## src/percent_escape_decoder_macros.svh

```systemverilog
// Assertion macros for the percent escape decoder.
// Included by the top level; expects clk and rst_n in scope.
`ifndef PERCENT_ESCAPE_DECODER_MACROS_SVH
`define PERCENT_ESCAPE_DECODER_MACROS_SVH

// Same-cycle implication, checked outside reset.
`define PCD_ASSERT_NOW(label, ante, cons, msg) \
  label: assert property (@(posedge clk) disable iff (!rst_n) (ante) |-> (cons)) \
    else $error(msg);

// Next-cycle implication, checked outside reset.
`define PCD_ASSERT_NEXT(label, ante, cons, msg) \
  label: assert property (@(posedge clk) disable iff (!rst_n) (ante) |=> (cons)) \
    else $error(msg);

`endif

```

## src/pcd_pkg.sv

```systemverilog
// Shared types for the percent escape decoder.
// No dependencies.
`timescale 1ns / 1ps

package pcd_pkg;

  localparam int unsigned MaxWords = 3;

  // One decoded word as it leaves the block.
  typedef struct packed {
    logic [7:0] data;
    logic       last;
  } pcd_word_t;

  // All words produced by one input byte, in order from index 0.
  typedef struct packed {
    logic [1:0]                   count;
    pcd_word_t [MaxWords-1:0]     words;
  } pcd_group_t;

  // Status of the result queue toward the decoder stage.
  typedef struct packed {
    logic space;
  } pcd_q_status_t;

endpackage

```

## src/pcd_if.sv

```systemverilog
// Stream interfaces for the encoded input and the decoded output.
// No dependencies.
`timescale 1ns / 1ps

interface pcd_in_if;
  logic       in_valid;
  logic       in_ready;
  logic [7:0] in_byte;
  logic       in_last;

  modport source (output in_valid, output in_byte, output in_last, input in_ready);
  modport sink   (input in_valid, input in_byte, input in_last, output in_ready);
endinterface

interface pcd_out_if;
  logic       out_valid;
  logic       out_ready;
  logic [7:0] out_byte;
  logic       out_last;

  modport source (output out_valid, output out_byte, output out_last, input out_ready);
  modport sink   (input out_valid, input out_byte, input out_last, output out_ready);
endinterface

```

## src/pcd_decode.sv

```systemverilog
// Escape decoder: holds the pending '%' state and turns one byte into a word group.
// Depends on pcd_pkg.
`timescale 1ns / 1ps

module pcd_decode (
  input  logic               clk,
  input  logic               rst_n,
  input  logic [7:0]         s_byte,
  input  logic               s_last,
  input  logic               take,
  output pcd_pkg::pcd_group_t grp
);
  import pcd_pkg::*;

  localparam logic [7:0] PCT_CHAR   = 8'h25;
  localparam logic [7:0] PLUS_CHAR  = 8'h2B;
  localparam logic [7:0] SPACE_CHAR = 8'h20;

  // Returns {is_hex, value}.
  function automatic logic [4:0] hex_val(input logic [7:0] c);
    logic [4:0] r;
    r = 5'b0;
    if (c >= 8'h30 && c <= 8'h39) begin
      r = {1'b1, c[3:0]};
    end else if ((c >= 8'h61 && c <= 8'h66) || (c >= 8'h41 && c <= 8'h46)) begin
      r = {1'b1, c[3:0] + 4'd9};
    end
    return r;
  endfunction

  logic       pend_r, pend_nxt;
  logic       held_r, held_nxt;
  logic [7:0] hbyte_r, hbyte_nxt;

  logic [4:0] cur_hex;
  logic [4:0] held_hex;
  logic [7:0] mapped;

  assign cur_hex  = hex_val(s_byte);
  assign held_hex = hex_val(hbyte_r);
  assign mapped   = (s_byte == PLUS_CHAR) ? SPACE_CHAR : s_byte;

  always_comb begin
    logic [1:0]       n;
    logic [7:0]       w [MaxWords];
    logic             is_pct;
    n         = 2'd0;
    w[0]      = 8'h00;
    w[1]      = 8'h00;
    w[2]      = 8'h00;
    is_pct    = (s_byte == PCT_CHAR);
    pend_nxt  = pend_r;
    held_nxt  = held_r;
    hbyte_nxt = hbyte_r;

    if (!pend_r) begin
      if (is_pct) begin
        pend_nxt = 1'b1;
        held_nxt = 1'b0;
      end else begin
        w[n] = mapped;
        n    = n + 2'd1;
      end
    end else if (!held_r) begin
      if (cur_hex[4]) begin
        held_nxt  = 1'b1;
        hbyte_nxt = s_byte;
      end else begin
        // Broken escape: release the '%' and look at this byte afresh.
        w[n] = PCT_CHAR;
        n    = n + 2'd1;
        if (is_pct) begin
          held_nxt = 1'b0;
        end else begin
          pend_nxt = 1'b0;
          w[n]     = mapped;
          n        = n + 2'd1;
        end
      end
    end else begin
      held_nxt = 1'b0;
      if (cur_hex[4]) begin
        pend_nxt = 1'b0;
        w[n]     = {held_hex[3:0], cur_hex[3:0]};
        n        = n + 2'd1;
      end else begin
        w[n] = PCT_CHAR;
        n    = n + 2'd1;
        w[n] = hbyte_r;
        n    = n + 2'd1;
        if (!is_pct) begin
          pend_nxt = 1'b0;
          w[n]     = mapped;
          n        = n + 2'd1;
        end
      end
    end

    // End of string flushes an unfinished escape literally.
    if (s_last) begin
      if (pend_nxt) begin
        w[n] = PCT_CHAR;
        n    = n + 2'd1;
        if (held_nxt) begin
          w[n] = hbyte_nxt;
          n    = n + 2'd1;
        end
      end
      pend_nxt = 1'b0;
      held_nxt = 1'b0;
    end

    grp.count = n;
    for (int i = 0; i < MaxWords; i++) begin
      grp.words[i].data = w[i];
      grp.words[i].last = s_last && (n == 2'(i + 1));
    end
  end

  always_ff @(posedge clk) begin
    if (!rst_n) begin
      pend_r <= 1'b0;
      held_r <= 1'b0;
    end else if (take) begin
      pend_r <= pend_nxt;
      held_r <= held_nxt;
    end
  end

  always_ff @(posedge clk) begin
    if (take) begin
      hbyte_r <= hbyte_nxt;
    end
  end

endmodule

```

## src/pcd_out_queue.sv

```systemverilog
// Result queue: holds up to three words; presents one per cycle when out_ready.
// Depends on pcd_pkg and pcd_out_if.
`timescale 1ns / 1ps

module pcd_out_queue (
  input  logic                   clk,
  input  logic                   rst_n,
  input  pcd_pkg::pcd_group_t    grp,
  input  logic                   load,
  output pcd_pkg::pcd_q_status_t status,
  pcd_out_if.source              out_if
);
  import pcd_pkg::*;

  logic [1:0]                cnt_r, cnt_nxt;
  pcd_word_t [MaxWords-1:0]  words_r, words_nxt;
  logic                      pop;

  assign pop           = (cnt_r != 2'd0) && out_if.out_ready;
  assign out_if.out_valid = (cnt_r != 2'd0);
  assign out_if.out_byte  = words_r[0].data;
  assign out_if.out_last  = words_r[0].last;

  // A new group may land when the queue drains in this cycle.
  assign status.space = (cnt_r == 2'd0) || ((cnt_r == 2'd1) && out_if.out_ready);

  always_comb begin
    cnt_nxt   = cnt_r;
    words_nxt = words_r;
    if (load && grp.count != 2'd0) begin
      cnt_nxt   = grp.count;
      words_nxt = grp.words;
    end else if (pop) begin
      cnt_nxt      = cnt_r - 2'd1;
      words_nxt[0] = words_r[1];
      words_nxt[1] = words_r[2];
    end
  end

  always_ff @(posedge clk) begin
    if (!rst_n) begin
      cnt_r <= 2'd0;
    end else begin
      cnt_r <= cnt_nxt;
    end
  end

  always_ff @(posedge clk) begin
    words_r <= words_nxt;
  end

endmodule

```

## src/percent_escape_decoder.sv

```systemverilog
// Percent escape decoder top level: input register, decoder, result queue.
// An accepted byte is registered in the input stage, then in the result queue.
// Throughput: one byte per cycle if out_ready is high and a byte yields at most
// one word; otherwise the input stage holds until the queue can take a group.
// Reset (synchronous, rst_n low) empties both stages and clears escape state.
`timescale 1ns / 1ps
`include "percent_escape_decoder_macros.svh"

module percent_escape_decoder (
  input  logic       clk,
  input  logic       rst_n,
  pcd_in_if.sink     in_if,
  pcd_out_if.source  out_if
);
  import pcd_pkg::*;

  logic           s_valid_r;
  logic [7:0]     s_byte_r;
  logic           s_last_r;
  logic           take;
  pcd_group_t     grp;
  pcd_q_status_t  q_status;

  assign take            = s_valid_r && ((grp.count == 2'd0) || q_status.space);
  assign in_if.in_ready  = !s_valid_r || take;

  always_ff @(posedge clk) begin
    if (!rst_n) begin
      s_valid_r <= 1'b0;
    end else if (in_if.in_ready) begin
      s_valid_r <= in_if.in_valid;
    end
  end

  always_ff @(posedge clk) begin
    if (in_if.in_ready && in_if.in_valid) begin
      s_byte_r <= in_if.in_byte;
      s_last_r <= in_if.in_last;
    end
  end

  pcd_decode u_decode (
    .clk    (clk),
    .rst_n  (rst_n),
    .s_byte (s_byte_r),
    .s_last (s_last_r),
    .take   (take),
    .grp    (grp)
  );

  pcd_out_queue u_queue (
    .clk    (clk),
    .rst_n  (rst_n),
    .grp    (grp),
    .load   (take),
    .status (q_status),
    .out_if (out_if)
  );

  `PCD_ASSERT_NEXT(a_group_shows, take && grp.count != 2'd0, out_if.out_valid, "decoded words not presented")
  `PCD_ASSERT_NOW(a_last_has_word, take && s_last_r, grp.count != 2'd0, "end of string produced no word")
  `PCD_ASSERT_NEXT(a_stage_holds, s_valid_r && !take, s_valid_r && $stable(s_byte_r), "stalled input word changed")

endmodule
```

## src/flat_wrapper.sv

```systemverilog
// flat-port wrapper written by rule: the top's interface ports become plain ports
module percent_escape_decoder_flat import pcd_pkg::*;
  (clk, rst_n, in_if_in_valid, in_if_in_byte, in_if_in_last, in_if_in_ready, out_if_out_valid, out_if_out_byte, out_if_out_last, out_if_out_ready);
  pcd_in_if in_if_i ();
  pcd_out_if out_if_i ();
  input  logic clk;
  input  logic rst_n;
  input wire logic [$bits(in_if_i.in_valid)-1:0] in_if_in_valid;
  input wire logic [$bits(in_if_i.in_byte)-1:0] in_if_in_byte;
  input wire logic [$bits(in_if_i.in_last)-1:0] in_if_in_last;
  output wire logic [$bits(in_if_i.in_ready)-1:0] in_if_in_ready;
  output wire logic [$bits(out_if_i.out_valid)-1:0] out_if_out_valid;
  output wire logic [$bits(out_if_i.out_byte)-1:0] out_if_out_byte;
  output wire logic [$bits(out_if_i.out_last)-1:0] out_if_out_last;
  input wire logic [$bits(out_if_i.out_ready)-1:0] out_if_out_ready;
  assign in_if_i.in_valid = in_if_in_valid;
  assign in_if_i.in_byte = in_if_in_byte;
  assign in_if_i.in_last = in_if_in_last;
  assign in_if_in_ready = in_if_i.in_ready;
  assign out_if_out_valid = out_if_i.out_valid;
  assign out_if_out_byte = out_if_i.out_byte;
  assign out_if_out_last = out_if_i.out_last;
  assign out_if_i.out_ready = out_if_out_ready;
  percent_escape_decoder u_core (.clk(clk), .rst_n(rst_n), .in_if(in_if_i), .out_if(out_if_i));
endmodule
```

## config.mk

```make
export PLATFORM = sky130hd
export DESIGN_NAME = percent_escape_decoder_flat
export DESIGN_NICKNAME = d
export VERILOG_FILES = /design/src/pcd_pkg.sv /design/src/pcd_if.sv /design/src/pcd_decode.sv /design/src/pcd_out_queue.sv /design/src/percent_escape_decoder.sv /design/src/flat_wrapper.sv
export VERILOG_INCLUDE_DIRS = /design/src /design/src/src
export SDC_FILE = /design/constraint.sdc
export NUM_CORES = 1
export LEC_CHECK = 0
export BUFFER_PORTS_ARGS = -buffer_cell sky130_fd_sc_hd__buf_4
export CORE_MARGIN = 3
export CORE_UTILIZATION = 25
export DETAILED_ROUTE_END_ITERATION = 12
export PLACE_DENSITY = 0.37
export SETUP_SLACK_MARGIN = 0.15
export SLEW_MARGIN = 5
export SYNTH_ARGS = -nofsm -noshare
export SYNTH_HDL_FRONTEND = slang
export SYNTH_HIERARCHICAL = 1
export SYNTH_SLANG_ARGS = --single-unit
```

## constraint.sdc

```tcl
create_clock -name clk -period 5.3 [get_ports clk]
set_clock_uncertainty 0.15 [all_clocks]
set_input_delay 0.265 -clock clk [delete_from_list [all_inputs] [get_ports clk]]
set_output_delay 0.265 -clock clk [all_outputs]
set_load 0.005 [all_outputs]
```

**Word level (Yosys, flattened, before mapping)**

Index checks and enable logic that the tools add are counted.

- Flip-flop bits (word level): 49
- Bits in latches: 0
- RAM bits: 0
- Memory bits (read-only): 0
- Output and inout bits: 11
- Word-level logic and storage cells: 121
- Memories kept: 0

- $add $sub $neg: 5
- Multiply operators: 0
- Divide/modulo/power cells: 0
- Order comparisons: 16
- Equality and inequality tests: 6
- Shifts and indexed selects: 0
- Multiplexer cells: 49
- Bitwise operators: 5
- Reduce and logical (&&, ||, !) cells: 27

Operators with widths:

| cell | count |
|---|---|
| 2-to-1 mux 8 bit | 10 |
| 2-to-1 mux 24 bit | 3 |
| 2-to-1 mux 16 bit | 3 |
| 2-to-1 mux 18 bit | 2 |
| demux 8 bit (select 2 bit) | 2 |
| >= comparator 8 x 7 -> 1 bit (second input constant) | 4 |
| less-or-equal comparator 8 x 7 -> 1 bit (second input constant) | 4 |
| bitwise mux 24 bit | 1 |
| 2-to-1 mux 2 bit | 10 |
| == test 8 x 6 -> 1 bit (second input constant) | 2 |
| >= comparator 8 x 6 -> 1 bit (second input constant) | 2 |
| less-or-equal comparator 8 x 6 -> 1 bit (second input constant) | 2 |
| logical AND 1 bit | 16 |
| AND 15 bit | 1 |
| NOT 15 bit | 1 |
| 2-to-1 mux 14 bit | 1 |
| 2-to-1 mux 1 bit | 13 |
| 2-to-1 mux 5 bit | 2 |
| OR 9 bit | 1 |
| adder 4 bit (second input constant) | 2 |
| 2-to-1 mux 4 bit | 2 |
| >= comparator 3 bit (second input constant) | 2 |
| less-than comparator 3 x 1 -> 1 bit (second input constant) | 2 |
| NOT 2 -> 3 bit | 2 |
| 8 further kinds | 18 |

**Logic depth before layout (Yosys ltp)**

Gate-level depths: netlist of run 1.

- Word-level depth: 20
- Depth in mapped cells: 16

**Cells and area by module**

Netlist of run 1, hierarchy kept.

By module, submodules not included:

| module | times used | cells an instance | area an instance (sq um) |
|---|---|---|---|
| pcd_decode | 1 | 204 | 1600.3 |
| pcd_out_queue | 1 | 77 | 1330.0 |
| percent_escape_decoder | 1 | 16 | 336.6 |

**Least setup slack after synthesis of run 1**

No wires, ideal clock.

- Kind: flip-flop to flip-flop
- Start point: reg u_core.s_byte_r[7]
- End point: reg u_core.u_queue.words_r (netlist bit u_core/u_queue/out_if.out_byte[0]), enable pin
- Arrival: 4277 ps
- Slack: 499 ps
- Stages on the path, launching flop included: 15
- Path buffers: 3
- Path through: edfxtp_1 -> or4b_1 -> buf_2 -> or2_2 -> clkbuf_1 -> o21ai_0 -> ha_1 -> or4_1 -> o311ai_4 -> nand2_1 -> nor2_1 -> o21a_1 -> o21ai_2 -> buf_6 -> nand2_1

RTL lines:

| element | line | source |
|---|---|---|
| start: declaration | percent_escape_decoder.sv:18 | `logic [7:0] s_byte_r;` |
| start signal: assignment | percent_escape_decoder.sv:37 | `s_byte_r <= in_if.in_byte;` |
| end signal: assignment | pcd_out_queue.sv:49 | `words_r <= words_nxt;` |
| end: declaration | pcd_out_queue.sv:16 | `pcd_word_t [MaxWords-1:0] words_r, words_nxt;` |

==> reports/results.ini, run 1 <==
[layout]
drive_gt1_frac = 0.240
multiInputGateArea_mm2 = 0.00163
fill_cells = 1339
regArea_mm2 = 0.00142
syn_to_final_growth_pct = 17.1
nNetsFinal = 351
final_area_mm2 = 0.00382
diodes = 0
finalNonFillerCells = 497

[power]
cellLeakagePower_nw = 1.52
p_total_w = 0.00129
irDropWorstVdd_mv = 0.130
p_per_area_mw_per_mm2 = 336

[worst_setup_path]
path_buf_inv = 3
critPathTopFamily = compound AO/OA/AOI/OAI gates
cp_data_arrival_time_ns = 4.55
startpoint_type = register
path_cells = inv_1 -> ha_1 -> o21bai_1 -> a21oi_1 -> nor3_1 -> o21ai_1 -> ha_1 -> or4_1 -> o311ai_4 -> nand2_1 -> nor2_1 -> o21a_1 -> o21ai_4 -> buf_4 -> nand2_1 -> buf_4
cpPeakStageDelay_ns = 0.58
critPathSlowestCell = or4_1
crit_type = reg -> reg
worstPathRequired_ns = 5.16
end_kind = register
path_max_fanout = 12

[logic_synthesis]
ys_ff_latch = 49
yosysSeqAreaShare = 0.435
synthCells = 297
yosysMostFrequentCell = edfxtp_1
synth_common_cells = 44 x edfxtp_1, 24 x nand2_1, 23 x inv_1
synth_edf_count = 44
yosys.area.top_type = edfxtp_1
synth_nets = 324
avgSynthCellArea_um2 = 11.0
synthTopCellsByArea = edfxtp_1 40%, mux2_4 7.8%, ha_1 5.4%
synth_area_mm2 = 0.00327
yosys_warnings = 6
synth_cell_types = 72
synth_top_area_share = 0.404
synth_top_flop_cell = edfxtp_1
ys_async_sr_fraction = 0

[timing]
worst_slew_pin_slew_ns = 1.16
period_share = 0.885
finalHoldViolCount = 0
rsz0062_at_grt = false
max_freq_mhz = 213
final_max_slew_viol_count = 0
fin_crit_ns = 4.69
fin_ws_ns = 0.607
fin_setup_tns_ns = 0
setup_violations = 0
slew_headroom = 0.209

[place]
dpl.hpwl_um = 6490
place_ws_ns = 0.496
finalWeightedCongestion = 0.832
place_area_mm2 = 0.00358
port_buffers = 23
dp.cells = 480

[die]
core_mm2 = 0.0127
num_rows = 41
initial_core_util = 0.257
die_y_um = 120
die_w_um = 120
ioPinCount = 24
die-area_mm2 = 0.0145

[grt]
grt_max_degree = 25
grt_pass1_wl_um = 13300
grt-ovfl-total = 0
grtUsageTotal = 0.122
grt_pass1_vias = 2362
grt_antenna_before_repair = 0

[route]
drcViolationCount = 0
num_vias = 2317
wl_um = 8340
drtAntennaViolNets = 0
post_drt_wl_per_cell_um = 16.8
drt-pass1-iter-count = 4
vias_per_cell = 4.66
drt-initial-drc-count = 163

[hold_path]
hold_class = in -> reg

[clock_tree]
clk-insertion-delay-late_ns = 0.31
cts_buffer_depth = 2
cts.sinks = 49
htreeDepth = 2
cts_tree = built
cts_buffers = 5
cts-root-buf = clkbuf_16
path_clk_slew_ns = 0.07

[run]
cap_violations = 0

[outcome]
status = finished clean

==> cell type report <==
cell class | count | area share
clock buffer | 5 | 0.0327
clock inverter | 3 | 0.00556
inverter | 23 | 0.0226
multi-input combinational | 205 | 0.427
sequential | 49 | 0.372
tap | 172 | 0.0563
timing repair buffer | 40 | 0.0844
==> cells in the final DEF (no fill, tap or decap), types with 8 or more instances in the layout <==
master,instances
o21ai_0,13
mux2_4,17
edfxtp_1,44
nor2_1,11
buf_4,31
nand2_1,24
inv_1,23
a21oi_1,10
nor3_1,8
ha_1,14
dlygate4sd3_1,9
==> timing repair <==
action                                  CTS  global route
buffers inserted                          0             0
endpoints found under the setup margin    0            28
endpoints found under the hold margin     9             0
hold buffers                              9             0
resized for setup                         0             2
==> layer usage <==
metal	GRT usage	vias up	wire length, µm
met4	0.0538	0	210
met2	0.194	49	3870
met3	0.0239	12	414
li1	-	1157	-
met1	0.161	1099	3840
met5	0	-	0
==> registers in the layout (all words and copies together) (netlist names) <==
register                        flops
u_core/s_last_r                     1
u_core/u_queue/words_r             18
u_core/s_valid_r                    1
u_core/s_byte_r                     8
u_core/u_queue/cnt_r                2
u_core/u_decode/held_r              1
u_core/u_queue/out_if.out_last      1
u_core/u_decode/hbyte_r             8
u_core/u_queue/out_if.out_byte      8
u_core/u_decode/pend_r              1
==> power by group <==
part	total, W	internal [W]	switching, W
Combinational	0.000359	0.000187	0.000172
Clock	0.000336	0.000176	0.000160
Sequential	0.000591	0.000546	0.0000459
==> path summary, 6_finish.rpt <==
check	start	endpoint	slack (ns)	cells past startpoint
max	u_core/s_byte_r[0]	u_core/u_queue/words_r[10]	0.61	16
min	in_if_in_valid	u_core/s_valid_r	0.06	3
max reg2reg	u_core/s_byte_r[0]	u_core/u_queue/words_r[10]	0.61	16
min reg2reg	u_core/u_queue/cnt_r[1]	u_core/u_queue/cnt_r[1]	0.34	2
==> kinds of logic (layout without fill, tap and decap cells) <==
kind of cell	Yosys count	after routing	synth area share
AOI/OAI and AO/OA	76	76	0.176
xor gates and xnor gates	3	3	0.00804
adders and majority gates	14	14	0.0536
buffers and inverters	43	71	0.0674
DFF	49	49	0.435
muxes	25	25	0.103
and+or+nand+nor	87	87	0.157
==> worst register-to-register path: cells and delay by family (launching register included) <==
kind,cells,cell delay (ns)
compound gates,6,1.42
simple gates,5,1.21
buf+inv,3,0.65
flops,1,0.47
fa+ha+maj,2,0.49
==> stage by stage <==
step	util	hold WS, ns
floorplan	-	0.214
global placement	0.281	0.294
detailed placement	0.281	0.294
CTS	0.300	0.0493
global route	0.301	0.0645
finish	0.301	0.0612
Power figures use the tool's default switching activity.
==> run 2: changes to the inputs <==
Settings changed: BUFFER_PORTS_ARGS -buffer_cell sky130_fd_sc_hd__buf_4 to -buffer_cell sky130_fd_sc_hd__buf_2.
==> run 2 against run 1 <==
  * Global-route usage is 0.54 points lower
  * Final area is 2.4% lower
  * Maximum frequency is 0.37% higher
  * Utilization is 0.71 points lower
  * Sequential share of layout area is 0.90 points higher
  * Sequential power hardly changed
  * Final cell count is 0.80% lower
  * Die area stayed put
  * Setup slack better by 0.017 ns
  * Hold slack better by 0.0060 ns
  * Critical endpoint is now u_core/u_queue/words_r[18]
==> reports/results.ini, run 2 (synthesis gave the netlist of run 1 again) <==
[outcome]
status = finished clean

[power]
clock_power_share = 0.267  ; +0.006
p_sw_w = 0.000378  ; +0.14%
power_frac_comb = 0.264  ; -0.015
p_int_w = 0.000888  ; -2.3%
switching_share = 0.299  ; +0.00518
p_per_area_mw_per_mm2 = 339  ; +0.77%
p_total_w = 0.00127  ; -1.6%
irDropWorstVdd_mv = 0.136  ; +4.7%
pwr-share-seq = 0.469  ; +0.009
cellLeakagePower_nw = 1.48  ; -2.7%

[clock_tree]
cts-root-buf = clkbuf_16
path_clk_slew_ns = 0.07  ; about the same
cts_buffer_depth = 2  ; unchanged
cts.sinks = 49  ; unchanged
clk-insertion-delay-late_ns = 0.30  ; about the same
htreeDepth = 2  ; unchanged
post_cts_buffers = 0  ; unchanged
cts_tree = built
cts_buffers = 5  ; unchanged

[timing]
worst_slew_pin_slew_ns = 1.21  ; +0.0546 ns
finalHoldViolCount = 0  ; unchanged
slew_headroom = 0.172  ; -0.0374
fin_setup_tns_ns = 0  ; unchanged
rsz0062_at_grt = false
fin_crit_ns = 4.68  ; -0.0174 ns
setup_violations = 0  ; unchanged
final_max_slew_viol_count = 0  ; unchanged
max_freq_mhz = 214  ; +0.37%
period_share = 0.882  ; -0.00327

[route]
post_drt_wl_per_cell_um = 16.8  ; +0.35%
wl_met1_um = 4120  ; +7.2%
drtAntennaViolNets = 0  ; unchanged
vias_per_cell = 4.71  ; +0.99%
wl_met2_um = 3720  ; -3.8%
wl_met3_um = 306  ; -26%
drt-initial-drc-count = 186  ; +14%
drt-pass1-iter-count = 4  ; unchanged
wl_um = 8300  ; -0.46%
num_vias = 2321  ; +0.17%
drcViolationCount = 0  ; unchanged
routed.top_layer = met4

[grt]
grt_pass1_wl_um = 12900  ; -3.2%
grt_max_degree = 25  ; unchanged
grt_pass1_vias = 2194  ; -7.1%
grtUsageTotal = 0.117  ; -0.00536
grt-ovfl-total = 0  ; unchanged
grt_antenna_before_repair = 0  ; unchanged

[worst_setup_path]
path_buf_inv = 2  ; -1
worstPathRequired_ns = 5.12  ; -0.04 ns
cpPeakStageDelay_ns = 0.71  ; +0.13 ns
r2r-start = u_core/s_byte_r[7]
rr_worst_depth = 12  ; -4
path_max_fanout = 21  ; +9
cp-endpoint = u_core/u_queue/words_r[18]
path_cells = or4b_1 -> or2_2 -> o21ai_0 -> ha_1 -> or4_1 -> o311ai_4 -> nand2_1 -> nor2_1 -> o21a_1 -> o21ai_2 -> buf_4 -> inv_1
r2r-end = u_core/u_queue/words_r[18]
crit_type = reg -> reg
critPathSlowestCell = or4b_1
end_kind = register
cp_data_arrival_time_ns = 4.49  ; -0.06 ns
crit_cells = 12  ; -4
critPathTopFamily = simple AND/OR/NAND/NOR gates
startpoint_type = register
critPathLaunch = u_core/s_byte_r[7]
rrSetupSlack_ns = 0.62  ; +0.02 ns

[layout]
finalNonFillerCells = 493  ; -0.80%
layout_common_cells = 44 x edfxtp_1, 24 x nand2_1, 23 x buf_2, 23 x inv_1, 17 x mux2_4
largest_reg_flops = 18  ; unchanged
syn_to_final_growth_pct = 14.3
fill_cells = 1363  ; +1.8%
diodes = 0  ; unchanged
nNetsFinal = 347  ; -1.1%
largest_register = u_core/u_queue/words_r
final_common_cell = edfxtp_1
drive_gt1_frac = 0.234  ; -0.00636

[die]
ioPinCount = 24  ; unchanged
core_mm2 = 0.0127  ; unchanged
die_y_um = 120  ; unchanged
num_rows = 41  ; unchanged
initial_core_util = 0.257  ; unchanged
die-area_mm2 = 0.0145  ; unchanged
die_w_um = 120  ; unchanged

[place]
port_buffers = 23  ; unchanged
finalWeightedCongestion = 0.831  ; -0.17%
dpl.hpwl_um = 6300  ; -2.9%
dp.cells = 476  ; -0.83%

[run]
cap_violations = 0  ; unchanged

[hold_path]
hold_class = in -> reg

run 2: changes by cell type in the layout (fill, tap and decap cells not counted), sizes merged:
| cell | delta |
|---|---|
| buf | -4 |
run 2: power by group through the flow:
stage,combinational (W),sequential (W),clock (W)
2_1_floorplan,0.000275,0.000583,0
3_3_place_gp,0.000338,0.000603,0
3_5_place_dp,0.000337,0.000604,0
4_1_cts,0.000342,0.000595,0.000346
5_1_grt,0.000372,0.000603,0.000362
6_report,0.000335,0.000594,0.000338
run 2: layout make-up:
cell class / instances / area (µm²) / area share
multi-input combinational: 205 / 1630 / 0.437
clock buffer: 5 / 125 / 0.0335
inverter: 23 / 86.3 / 0.0231
sequential: 49 / 1420 / 0.381
tap: 172 / 215 / 0.0576
timing repair buffer: 36 / 235 / 0.0630
clock inverter: 3 / 21.3 / 0.00570
run 2: worst min path at each step:
stage | cells after the start | to | startpoint
after detailed placement | 1 | u_core/s_byte_r[4] | in_if_in_byte[4]
after global placement | 1 | u_core/s_byte_r[7] | in_if_in_byte[7]
after floorplan | 0 | u_core/s_byte_r[0] | in_if_in_byte[0]
after global routing | 3 | u_core/s_valid_r | in_if_in_valid
final | 3 | u_core/s_valid_r | in_if_in_valid
after CTS | 3 | u_core/s_valid_r | in_if_in_valid
run 2: routing by layer:
metal  GRT usage  vias to the layer above
met4      0.0340                        0
met1       0.167                     1111
li1            -                     1141
met5           0                        -
met2       0.180                       58
met3      0.0215                       11
run 2: what timing repair did:
action / 4_1_cts / 5_1_grt
gates resized for setup: 0 / 1
hold buffers: 9 / 0
endpoints found under the hold margin: 9 / 0
endpoints found under the setup margin: 0 / 20
run 2: worst register-to-register path: stages (launching register included):
cell	delay [ns]
edfxtp_1	0.48
or4b_1	0.71
or2_2	0.41
o21ai_0	0.47
ha_1	0.33
or4_1	0.58
o311ai_4	0.12
nand2_1	0.15
nor2_1	0.16
o21a_1	0.16
o21ai_2	0.05
buf_4	0.25
inv_1	0.31
run 2: through the flow:
| stage | util | hold slack, ns | worst slack (ns) | cell area (µm²) |
|---|---|---|---|---|
| after floorplan | - | 0.214 | 0.499 | 3270 |
| after global placement | 0.275 | 0.293 | 0.588 | 3490 |
| after detailed placement | 0.275 | 0.293 | 0.478 | 3490 |
| after CTS | 0.293 | 0.0614 | 0.477 | 3730 |
| after global routing | 0.294 | 0.0763 | 0.315 | 3730 |
| final | 0.294 | 0.0672 | 0.624 | 3730 |
